--- src/hw/rtl/sfrb_pkg.sv ---
// Package: shared types and codes of the SLIP frame receive buffer.
`timescale 1ns / 1ps
package sfrb_pkg;

   localparam logic [1:0] STATUS_BYTE    = 2'd0;
   localparam logic [1:0] STATUS_NONE    = 2'd1;
   localparam logic [1:0] STATUS_DROPPED = 2'd2;

   localparam logic ACTION_RECEIVE = 1'b0;
   localparam logic ACTION_READ    = 1'b1;

   localparam logic [2:0] REG_END_CODE     = 3'd0;
   localparam logic [2:0] REG_ESCAPE_CODE  = 3'd1;
   localparam logic [2:0] REG_ESC_END_CODE = 3'd2;
   localparam logic [2:0] REG_ESC_ESC_CODE = 3'd3;
   localparam logic [2:0] REG_MIN_LEN      = 3'd4;

   typedef struct packed {
      logic       action;
      logic [7:0] rx_byte;
      logic [6:0] max_len;
   } req_type;

   typedef struct packed {
      logic [1:0] status;
      logic [7:0] data_byte;
      logic       last;
      logic [6:0] frame_len;
   } rsp_type;

   typedef struct packed {
      logic [7:0] end_code;
      logic [7:0] escape_code;
      logic [7:0] escaped_end_code;
      logic [7:0] escaped_escape_code;
      logic [6:0] min_frame_len;
   } cfg_type;

endpackage

--- src/hw/rtl/sfrb_cmd_queue.sv ---
// Command queue: short FIFO between the request front end and the engine.
`timescale 1ns / 1ps
module sfrb_cmd_queue #(
   parameter int DEPTH = 2
) (
   input  logic             clock,
   input  logic             reset,
   input  logic             push,
   input  sfrb_pkg::req_type push_data,
   input  logic             pop,
   output logic             empty,
   output logic             full,
   output sfrb_pkg::req_type head
);
   import sfrb_pkg::*;

   localparam int PW = (DEPTH > 1) ? $clog2(DEPTH) : 1;

   req_type         mem_ff [DEPTH];
   logic [PW-1:0]   wr_ff, wr_in, rd_ff, rd_in;
   logic [PW:0]     cnt_ff, cnt_in;

   assign empty = (cnt_ff == '0);
   assign full  = (cnt_ff == (PW+1)'(DEPTH));
   assign head  = mem_ff[rd_ff];

   always_comb begin
      wr_in  = wr_ff;
      rd_in  = rd_ff;
      cnt_in = cnt_ff;
      if (push) begin
         wr_in = (wr_ff == PW'(DEPTH - 1)) ? '0 : wr_ff + 1'b1;
      end
      if (pop) begin
         rd_in = (rd_ff == PW'(DEPTH - 1)) ? '0 : rd_ff + 1'b1;
      end
      if (push && !pop) begin
         cnt_in = cnt_ff + 1'b1;
      end else if (pop && !push) begin
         cnt_in = cnt_ff - 1'b1;
      end
   end

   always_ff @(posedge clock) begin
      if (reset) begin
         wr_ff  <= '0;
         rd_ff  <= '0;
         cnt_ff <= '0;
      end else begin
         wr_ff  <= wr_in;
         rd_ff  <= rd_in;
         cnt_ff <= cnt_in;
      end
      if (push) begin
         mem_ff[wr_ff] <= push_data;
      end
   end
endmodule

--- src/hw/rtl/sfrb_engine.sv ---
// Engine: un-escapes line bytes into the store, keeps slots, plays frames out.
`timescale 1ns / 1ps
module sfrb_engine #(
   parameter int STORE_BYTES = 256,
   parameter int FRAME_SLOTS = 8,
   parameter int MAX_READ    = 64
) (
   input  logic              clock,
   input  logic              reset,
   input  sfrb_pkg::cfg_type cfg,
   input  logic              cmd_valid,
   input  sfrb_pkg::req_type cmd,
   output logic              cmd_pop,
   output logic              rsp_strobe,
   output sfrb_pkg::rsp_type rsp_data
);
   import sfrb_pkg::*;

   localparam int AW = $clog2(STORE_BYTES);
   localparam int SW = $clog2(FRAME_SLOTS);

   typedef enum logic [2:0] {
      ST_IDLE, ST_SCAN, ST_CHECK, ST_FETCH, ST_PLAY
   } state_type;

   state_type     state_ff;
   logic [7:0]    store_mem [STORE_BYTES];
   logic [7:0]    rd_data_ff;
   logic [AW-1:0] start_ff [FRAME_SLOTS];
   logic [15:0]   len_ff [FRAME_SLOTS];
   logic [SW-1:0] wslot_ff, rslot_ff, scan_ff;
   logic [AW-1:0] wpos_ff;
   logic          wrapped_ff, esc_ff;
   logic [15:0]   cur_ff;
   logic [6:0]    maxl_ff, flen_ff, left_ff;
   logic [AW-1:0] rpos_ff;
   logic          wrap_rd_ff;

   logic          idle;
   logic [6:0]    max_clip;
   logic [SW-1:0] ws_nx;
   logic          wr_en;
   logic [AW-1:0] wr_addr;
   logic [7:0]    wr_val;
   logic [AW-1:0] rd_addr;
   logic          rd_en;
   logic [15:0]   slen;
   logic [AW:0]   span;

   assign idle    = (state_ff == ST_IDLE);
   assign cmd_pop = idle && cmd_valid;
   assign max_clip = (cmd.max_len > 7'(MAX_READ)) ? 7'(MAX_READ) : cmd.max_len;
   assign ws_nx   = (wslot_ff == SW'(FRAME_SLOTS - 1)) ? '0 : wslot_ff + 1'b1;
   assign slen    = len_ff[scan_ff];
   assign span    = {1'b0, start_ff[scan_ff]} + (AW+1)'(slen[6:0]);

   // store port: one write for receive, one registered read for play-out
   always_ff @(posedge clock) begin
      if (wr_en) begin
         store_mem[wr_addr] <= wr_val;
      end
      if (rd_en) begin
         rd_data_ff <= store_mem[rd_addr];
      end
   end

   // a data byte is stored un-escaped; delimiters and escapes store nothing
   always_comb begin
      rd_en   = (state_ff == ST_FETCH) || (state_ff == ST_PLAY);
      rd_addr = rpos_ff;
      wr_en   = !reset && idle && cmd_valid && cmd.action == ACTION_RECEIVE &&
                cmd.rx_byte != cfg.end_code && cmd.rx_byte != cfg.escape_code;
      wr_addr = wpos_ff;
      wr_val  = cmd.rx_byte;
      if (esc_ff && cmd.rx_byte == cfg.escaped_end_code) begin
         wr_val = cfg.end_code;
      end else if (esc_ff && cmd.rx_byte == cfg.escaped_escape_code) begin
         wr_val = cfg.escape_code;
      end
   end

   always_ff @(posedge clock) begin
      logic [15:0]   cur_v;
      logic          esc_v;
      logic [AW-1:0] pos_v;
      logic          wrp_v;
      logic [SW-1:0] rs_v;
      logic [SW-1:0] ws_v;
      logic [AW-1:0] st_v;
      logic [7:0]    b;
      rsp_strobe <= 1'b0;
      if (reset) begin
         state_ff   <= ST_IDLE;
         wslot_ff   <= '0;
         rslot_ff   <= '0;
         wpos_ff    <= '0;
         wrapped_ff <= 1'b0;
         esc_ff     <= 1'b0;
         cur_ff     <= '0;
         for (int i = 0; i < FRAME_SLOTS; i++) begin
            start_ff[i] <= '0;
            len_ff[i]   <= '0;
         end
      end else begin
         unique case (state_ff)
            ST_IDLE: begin
               if (cmd_valid && cmd.action == ACTION_RECEIVE) begin
                  b     = cmd.rx_byte;
                  cur_v = cur_ff;
                  esc_v = esc_ff;
                  pos_v = wpos_ff;
                  wrp_v = wrapped_ff;
                  rs_v  = rslot_ff;
                  ws_v  = wslot_ff;
                  st_v  = start_ff[rslot_ff];
                  if (esc_v && b != cfg.escaped_end_code &&
                      b != cfg.escaped_escape_code) begin
                     len_ff[ws_v]   <= '0;
                     start_ff[ws_v] <= pos_v;
                     // the oldest slot may be the one being restarted
                     if (ws_v == rs_v) begin
                        st_v = pos_v;
                     end
                     cur_v = '0;
                     esc_v = 1'b0;
                  end
                  if (b == cfg.end_code) begin
                     if (cur_v != '0) begin
                        len_ff[ws_v] <= cur_v;
                        ws_v = ws_nx;
                        if (ws_v == rs_v) begin
                           len_ff[rs_v] <= '0;
                           rs_v = (rs_v == SW'(FRAME_SLOTS - 1)) ? '0 : rs_v + 1'b1;
                        end
                        start_ff[ws_v] <= pos_v;
                        cur_v = '0;
                     end
                  end else begin
                     if (b == cfg.escape_code) begin
                        esc_v = 1'b1;
                     end else begin
                        if ((b == cfg.escaped_end_code || b == cfg.escaped_escape_code) &&
                            esc_v) begin
                           esc_v = 1'b0;
                        end
                        cur_v   = cur_v + 16'd1;
                        if (pos_v == AW'(STORE_BYTES - 1)) begin
                           pos_v = '0;
                           wrp_v = 1'b1;
                        end else begin
                           pos_v = pos_v + 1'b1;
                        end
                     end
                     if (wrp_v && pos_v == st_v) begin
                        len_ff[rs_v] <= '0;
                        rs_v = (rs_v == SW'(FRAME_SLOTS - 1)) ? '0 : rs_v + 1'b1;
                     end
                  end
                  cur_ff     <= cur_v;
                  esc_ff     <= esc_v;
                  wpos_ff    <= pos_v;
                  wrapped_ff <= wrp_v;
                  rslot_ff   <= rs_v;
                  wslot_ff   <= ws_v;
               end else if (cmd_valid) begin
                  if (cmd.max_len == 7'd0) begin
                     rsp_strobe <= 1'b1;
                     rsp_data   <= '{STATUS_NONE, 8'd0, 1'b1, 7'd0};
                  end else begin
                     maxl_ff  <= max_clip;
                     scan_ff  <= rslot_ff;
                     state_ff <= ST_SCAN;
                  end
               end
            end
            // walk one slot a cycle towards the last slot
            ST_SCAN: begin
               if (slen != '0) begin
                  rslot_ff <= scan_ff;
                  state_ff <= ST_CHECK;
               end else if (scan_ff == SW'(FRAME_SLOTS - 1)) begin
                  rsp_strobe <= 1'b1;
                  rsp_data   <= '{STATUS_NONE, 8'd0, 1'b1, 7'd0};
                  state_ff   <= ST_IDLE;
               end else begin
                  scan_ff <= scan_ff + 1'b1;
               end
            end
            ST_CHECK: begin
               len_ff[scan_ff] <= '0;
               rslot_ff <= (scan_ff == SW'(FRAME_SLOTS - 1)) ? '0 : scan_ff + 1'b1;
               if (slen < {9'd0, cfg.min_frame_len} || slen > {9'd0, maxl_ff}) begin
                  rsp_strobe <= 1'b1;
                  rsp_data   <= '{STATUS_DROPPED, 8'd0, 1'b1, 7'd0};
                  state_ff   <= ST_IDLE;
               end else begin
                  flen_ff    <= slen[6:0];
                  left_ff    <= slen[6:0];
                  rpos_ff    <= start_ff[scan_ff];
                  wrap_rd_ff <= (span > (AW+1)'(STORE_BYTES));
                  state_ff   <= ST_FETCH;
               end
            end
            ST_FETCH: begin
               rpos_ff  <= (rpos_ff == AW'(STORE_BYTES - 1)) ? '0 : rpos_ff + 1'b1;
               state_ff <= ST_PLAY;
            end
            ST_PLAY: begin
               rsp_strobe <= 1'b1;
               rsp_data   <= '{STATUS_BYTE, rd_data_ff, (left_ff == 7'd1), flen_ff};
               rpos_ff    <= (rpos_ff == AW'(STORE_BYTES - 1)) ? '0 : rpos_ff + 1'b1;
               left_ff    <= left_ff - 7'd1;
               if (left_ff == 7'd1) begin
                  if (wrap_rd_ff) begin
                     wrapped_ff <= 1'b0;
                  end
                  state_ff <= ST_IDLE;
               end
            end
            default: state_ff <= ST_IDLE;
         endcase
      end
   end
endmodule

--- src/hw/rtl/slip_frame_receive_buffer.sv ---
// Top level: SLIP frame receive buffer with register port and command queue.
//
//  channel   ports                          direction  handshake
//  request   start, busy, req_data          in         start && !busy
//  response  rsp_strobe, rsp_data           out        strobe, one cycle
//  csr       psel..prdata, pready           in/out     APB write, pready high
//
// A request is registered in the queue before the engine sees it.
// A line byte is then handled by the engine in its idle state. A read leaves the
// queue, then the engine scans the slots, checks the size, primes the store
// read and plays the frame out byte by byte.
// The store has one write and one registered read port, which sets the pace.
// Reset is synchronous and clears slots and pointers; the byte store is not
// cleared. The response side cannot stall; busy rises when the queue is full.
`timescale 1ns / 1ps
module slip_frame_receive_buffer #(
   parameter int STORE_BYTES = 256,
   parameter int FRAME_SLOTS = 8,
   parameter int MAX_READ    = 64
) (
   input  logic              clock,
   input  logic              reset,
   input  logic              start,
   output logic              busy,
   input  sfrb_pkg::req_type req_data,
   output logic              rsp_strobe,
   output sfrb_pkg::rsp_type rsp_data,
   input  logic              psel,
   input  logic              penable,
   input  logic              pwrite,
   input  logic [4:0]        paddr,
   input  logic [31:0]       pwdata,
   output logic [31:0]       prdata,
   output logic              pready
);
   import sfrb_pkg::*;

   cfg_type cfg_ff;
   logic    q_empty, q_full, q_pop;
   req_type q_head;

   assign pready = 1'b1;
   assign busy   = q_full;

   // register writes land on the access phase
   always_ff @(posedge clock) begin
      if (reset) begin
         cfg_ff <= '{8'd192, 8'd219, 8'd220, 8'd221, 7'd4};
      end else if (psel && penable && pwrite) begin
         case (paddr[4:2])
            REG_END_CODE:     cfg_ff.end_code            <= pwdata[7:0];
            REG_ESCAPE_CODE:  cfg_ff.escape_code         <= pwdata[7:0];
            REG_ESC_END_CODE: cfg_ff.escaped_end_code    <= pwdata[7:0];
            REG_ESC_ESC_CODE: cfg_ff.escaped_escape_code <= pwdata[7:0];
            REG_MIN_LEN:      cfg_ff.min_frame_len       <= pwdata[6:0];
            default: ;
         endcase
      end
   end

   always_comb begin
      case (paddr[4:2])
         REG_END_CODE:     prdata = {24'd0, cfg_ff.end_code};
         REG_ESCAPE_CODE:  prdata = {24'd0, cfg_ff.escape_code};
         REG_ESC_END_CODE: prdata = {24'd0, cfg_ff.escaped_end_code};
         REG_ESC_ESC_CODE: prdata = {24'd0, cfg_ff.escaped_escape_code};
         REG_MIN_LEN:      prdata = {25'd0, cfg_ff.min_frame_len};
         default:          prdata = 32'd0;
      endcase
   end

   // hold accepted requests until the engine is free
   sfrb_cmd_queue #(.DEPTH(2)) u_queue (
      .clock     (clock),
      .reset     (reset),
      .push      (start && !q_full),
      .push_data (req_data),
      .pop       (q_pop),
      .empty     (q_empty),
      .full      (q_full),
      .head      (q_head)
   );

   sfrb_engine #(
      .STORE_BYTES (STORE_BYTES),
      .FRAME_SLOTS (FRAME_SLOTS),
      .MAX_READ    (MAX_READ)
   ) u_engine (
      .clock      (clock),
      .reset      (reset),
      .cfg        (cfg_ff),
      .cmd_valid  (!q_empty),
      .cmd        (q_head),
      .cmd_pop    (q_pop),
      .rsp_strobe (rsp_strobe),
      .rsp_data   (rsp_data)
   );
endmodule
--- config.mk ---
export PLATFORM = sky130hd
export DESIGN_NAME = slip_frame_receive_buffer
export DESIGN_NICKNAME = d
export VERILOG_FILES = /design/src/hw/rtl/sfrb_pkg.sv /design/src/hw/rtl/sfrb_cmd_queue.sv /design/src/hw/rtl/sfrb_engine.sv /design/src/hw/rtl/slip_frame_receive_buffer.sv
export SDC_FILE = /design/constraint.sdc
export NUM_CORES = 2
export LEC_CHECK = 0
export ABC_AREA = 1
export BUFFER_PORTS_ARGS = -buffer_cell sky130_fd_sc_hd__clkbuf_2
export CAP_MARGIN = 0
export CORE_ASPECT_RATIO = 1.5
export CORE_MARGIN = 5
export CORE_UTILIZATION = 55
export CTS_CLUSTER_DIAMETER = 40
export CTS_CLUSTER_SIZE = 8
export DETAILED_ROUTE_END_ITERATION = 16
export PLACE_DENSITY = 0.78
export SYNTH_ARGS = -nofsm -noshare
export SYNTH_HDL_FRONTEND = slang
export SYNTH_HIERARCHICAL = 1
export SYNTH_SLANG_ARGS = --single-unit
--- constraint.sdc ---
create_clock -name clock -period 19.1 [get_ports clock]
set_clock_uncertainty 0.05 [all_clocks]
set_input_delay 1.91 -clock clock [delete_from_list [all_inputs] [get_ports clock]]
set_output_delay 1.91 -clock clock [all_outputs]
set_load 0.02 [all_outputs]
==> qor.yml <==
run_status:
  status: "finished clean"
layout:
  fin_nets: 8916
  drive_above_1_share_pct: 7.67
  fill_cells: 13400
  area_delta_synth_final_pct: 11.2
cts:
  cts_setup_buffers: 0
  numCtsBuffers: 349
  path_clk_slew_ns: 0.05
  cts.repair.resized: 0
  root_buffer: "clkbuf_16"
  cts_hold_buffers: 0
  clk_latency_ns: 0.84
  cts_tree: "built"
  cts_buffer_depth: 4
  htree_levels: 5
  clock_sinks: 2417
critical_path:
  reg2reg_from: "u_engine/rd_addr[0]"
  cp_cell_sequence: "inv_8, buf_12, buf_4, buf_4, o21ai_0, o221ai_1, o211ai_1, nand3_1, nand3_1, nand3_1, nand3_1, nand3_1"
  crit_path_end_kind: "register"
  crit_top_cell: "nand3_1"
  max_stage_delay_ns: 0.87
  cp.arrival_ns: 6.47
  ff2ff_setup_slack_ns: 13.27
  slowest_stage: "buf_4"
  critPathLaunchType: "register"
  worst-setup-path-type: "reg2reg"
  path_max_fanout: 189
  critical_path.startpoint: "u_engine/rd_addr[0]"
  worstPathRequired_ns: 19.74
drt:
  drt_wl_total_mm: 280
  viasPerCell: 6.37
  drtAntennaViolNets: 0
  vias: 72300
  avgRoutedWirePerCell_microns: 24.7
  drt_iter0_markers: 9675
  drc: 0
  drt-pass1-iter-count: 9
die:
  rows: 193
  die_w_microns: 360
  dieArea_sq_mm: 0.193
  die_h_microns: 536
  io_pins: 112
  design.core.area_sq_mm: 0.184
  initial_core_util_pct: 55.1
place:
  place.gp.congestion: 0.941
  post-place-ws_ns: 13.19
  portBuffers: 60
  dpl.hpwl_mm: 157
logic_synthesis:
  synth_edf_count: 2203
  synth_cells: 8919
  yosysUniqueCellTypes: 58
  ys_ff_latch: 2417
  synthTopCellsByArea: "edfxtp_1 65%, nor2_1 5.9%, o21ai_0 5.8%, dfxtp_1 4.2%, nand2_1 4.1%"
  synth_top_area_cell: "edfxtp_1"
  syn_area_per_cell_sq_um: 11.4
  mappedNetlistArea_sq_mm: 0.101
  synth_ff_type: "edfxtp_1"
  synth_async_sr_flop_share_pct: 0
  synth_warnings: 6
  yosysSeqAreaShare_pct: 69.5
  synth_top_cell_area_share_pct: 65.3
hold_path:
  worstHoldStart: "u_engine/cur_ff[2]"
  holdCritPathClass: "reg2reg"
timing:
  hold_violations: 0
  relSlewSlack_pct: 2.70
  slew_violations: 0
  holdWs_ns: 0.425
  fmax_ghz: 0.171
  worst_slew_pin_slew_ns: 1.45
  grt_setup_unrepaired: "no"
  setup_violations: 0
  final.setup.worst_slack_ns: 13.27
  finalCritPeriodShare_pct: 30.5
  fin_setup_tns_ns: 0
  period_minus_slack_ns: 5.83
global_routing:
  antenna_found_initial: 8
  grt_usage_pct: 27.9
  grt_max_degree: 233
  grt_first_pass_wirelength_mm: 417
  grt_pass1_vias: 71000
  grt-ovfl-total: 0
power_and_ir_drop:
  p_leak_nw: 38.6
  powerDensity_mw_per_mm2: 131
  vdd_drop_max_mv: 0.145
run:
  cap_violations: 0
synth_stat cells (all sizes together), types with 19 or more instances:
| master | number |
|---|---|
| buf | 133 |
| ha | 36 |
| a21oi | 199 |
| dfxtp | 214 |
| inv | 341 |
| o22ai | 330 |
| o221ai | 201 |
| nand4 | 96 |
| xnor2 | 20 |
| clkbuf | 501 |
| a31oi | 32 |
| o21ai | 1190 |
| o211ai | 65 |
| nor2 | 1621 |
| a32o | 19 |
| edfxtp | 2203 |
| nand3 | 484 |
| nand2 | 1144 |
critical path, delay by kind of cell (launching register included):
family                 cells  cell delay [ns]
DFF                        1             0.53
and+or+nand+nor            5             1.17
buffers and inverters      4             2.74
AOI/OAI and AO/OA          3             0.72
per-layer routing:
metal	routed length, microns	vias up	GRT usage (%)
met5	17	-	0
met4	21700	2	19.6
met3	29400	1125	4.84
met2	137000	4958	47.1
met1	92500	34500	32.7
li1	-	31700	-
cells by family after synthesis:
family	count (synthesis)	share of synthesized area (%)
fa+ha+maj	37	0.464
simple gates	3379	13.8
other cells	2	0.00741
buf+inv	983	3.99
compound gates	2049	11.6
flops	2417	69.5
xor+xnor	36	0.319
mux	16	0.215
power by group:
part / internal, mW / total [mW] / switching (mW)
Combinational: 0.680 / 2.96 / 2.28
Clock: 3.36 / 5.47 / 2.11
Sequential: 6.24 / 6.31 / 0.0675
per-stage QoR:
| step | power (mW) | std cells | util, % | cell area (sq um) |
|---|---|---|---|---|
| floorplan | 8.40 | 8942 | - | 101000 |
| CTS | 14.7 | 11300 | 61.3 | 113000 |
| global placement | 9.14 | 10900 | 56.1 | 103000 |
| detailed placement | 9.25 | 10900 | 56.1 | 103000 |
| finish | 14.7 | 11300 | 61.3 | 113000 |
| global route | 15.2 | 11300 | 61.3 | 113000 |
placed cells by master, fill, tap and decap left out, drive strengths merged, types with 2 or more instances in the layout:
| cell | Yosys | routed |
|---|---|---|
| xor2 | 16 | 16 |
| o221ai | 201 | 201 |
| a32o | 19 | 19 |
| conb | 2 | 25 |
| or2 | 6 | 6 |
| clkinv | 8 | 17 |
| o22ai | 330 | 330 |
| nor3 | 13 | 13 |
| a31oi | 32 | 32 |
| o21ai | 1190 | 1190 |
| clkbuf | 501 | 474 |
| buf | 133 | 101 |
| nand3 | 484 | 484 |
| nand4 | 96 | 96 |
| nand3b | 6 | 6 |
| a221oi | 3 | 3 |
| dfxtp | 214 | 214 |
| a21oi | 199 | 199 |
| diode | 0 | 6 |
| inv | 341 | 352 |
| xnor2 | 20 | 20 |
| mux2 | 16 | 16 |
| edfxtp | 2203 | 2203 |
| o31ai | 3 | 3 |
| a211oi | 2 | 2 |
| ha | 36 | 36 |
| bufinv | 0 | 2 |
| o211ai | 65 | 65 |
| nand2 | 1144 | 1144 |
| nor2 | 1621 | 1621 |
| nor4 | 6 | 6 |
flip-flops by register name (all words and copies together), names as in the netlist, 2 cells and up, named ones only:
name	cells
u_engine/maxl_ff	7
u_queue/cnt_ff	2
u_engine/rd_data_ff	8
u_engine/start_ff	64
u_engine/len_ff	128
u_engine/store_mem	2048
u_engine/cur_ff	16
u_queue/mem_ff	32
u_engine/rd_addr	8
u_engine/rslot_ff	3
u_engine/scan_ff	3
u_engine/flen_ff	7
u_engine/wslot_ff	3
u_engine/wpos_ff	8
cfg_ff	39
u_engine/rsp_data	18
u_engine/state_ff	3
u_engine/left_ff	7
final timing paths:
check,end,cells after the start
worst max-delay path,u_engine/rd_data_ff[6],12
worst min-delay path,u_engine/cur_ff[2],2
worst max register to register,u_engine/rd_data_ff[6],12
worst min register to register,u_engine/cur_ff[2],2
layout make-up:
cell class	instances	area, sq um	share of cell area [%]
clock inverters	23	332	0.294
flip-flops and latches	2417	70400	62.5
clock buffers	414	9200	8.16
repair buffers	161	1210	1.07
well taps	2437	3050	2.71
diodes	6	15.0	0.0133
multi-input cells	5542	27100	24.0
inverters	349	1340	1.19
(Power assumes the default switching activity.)
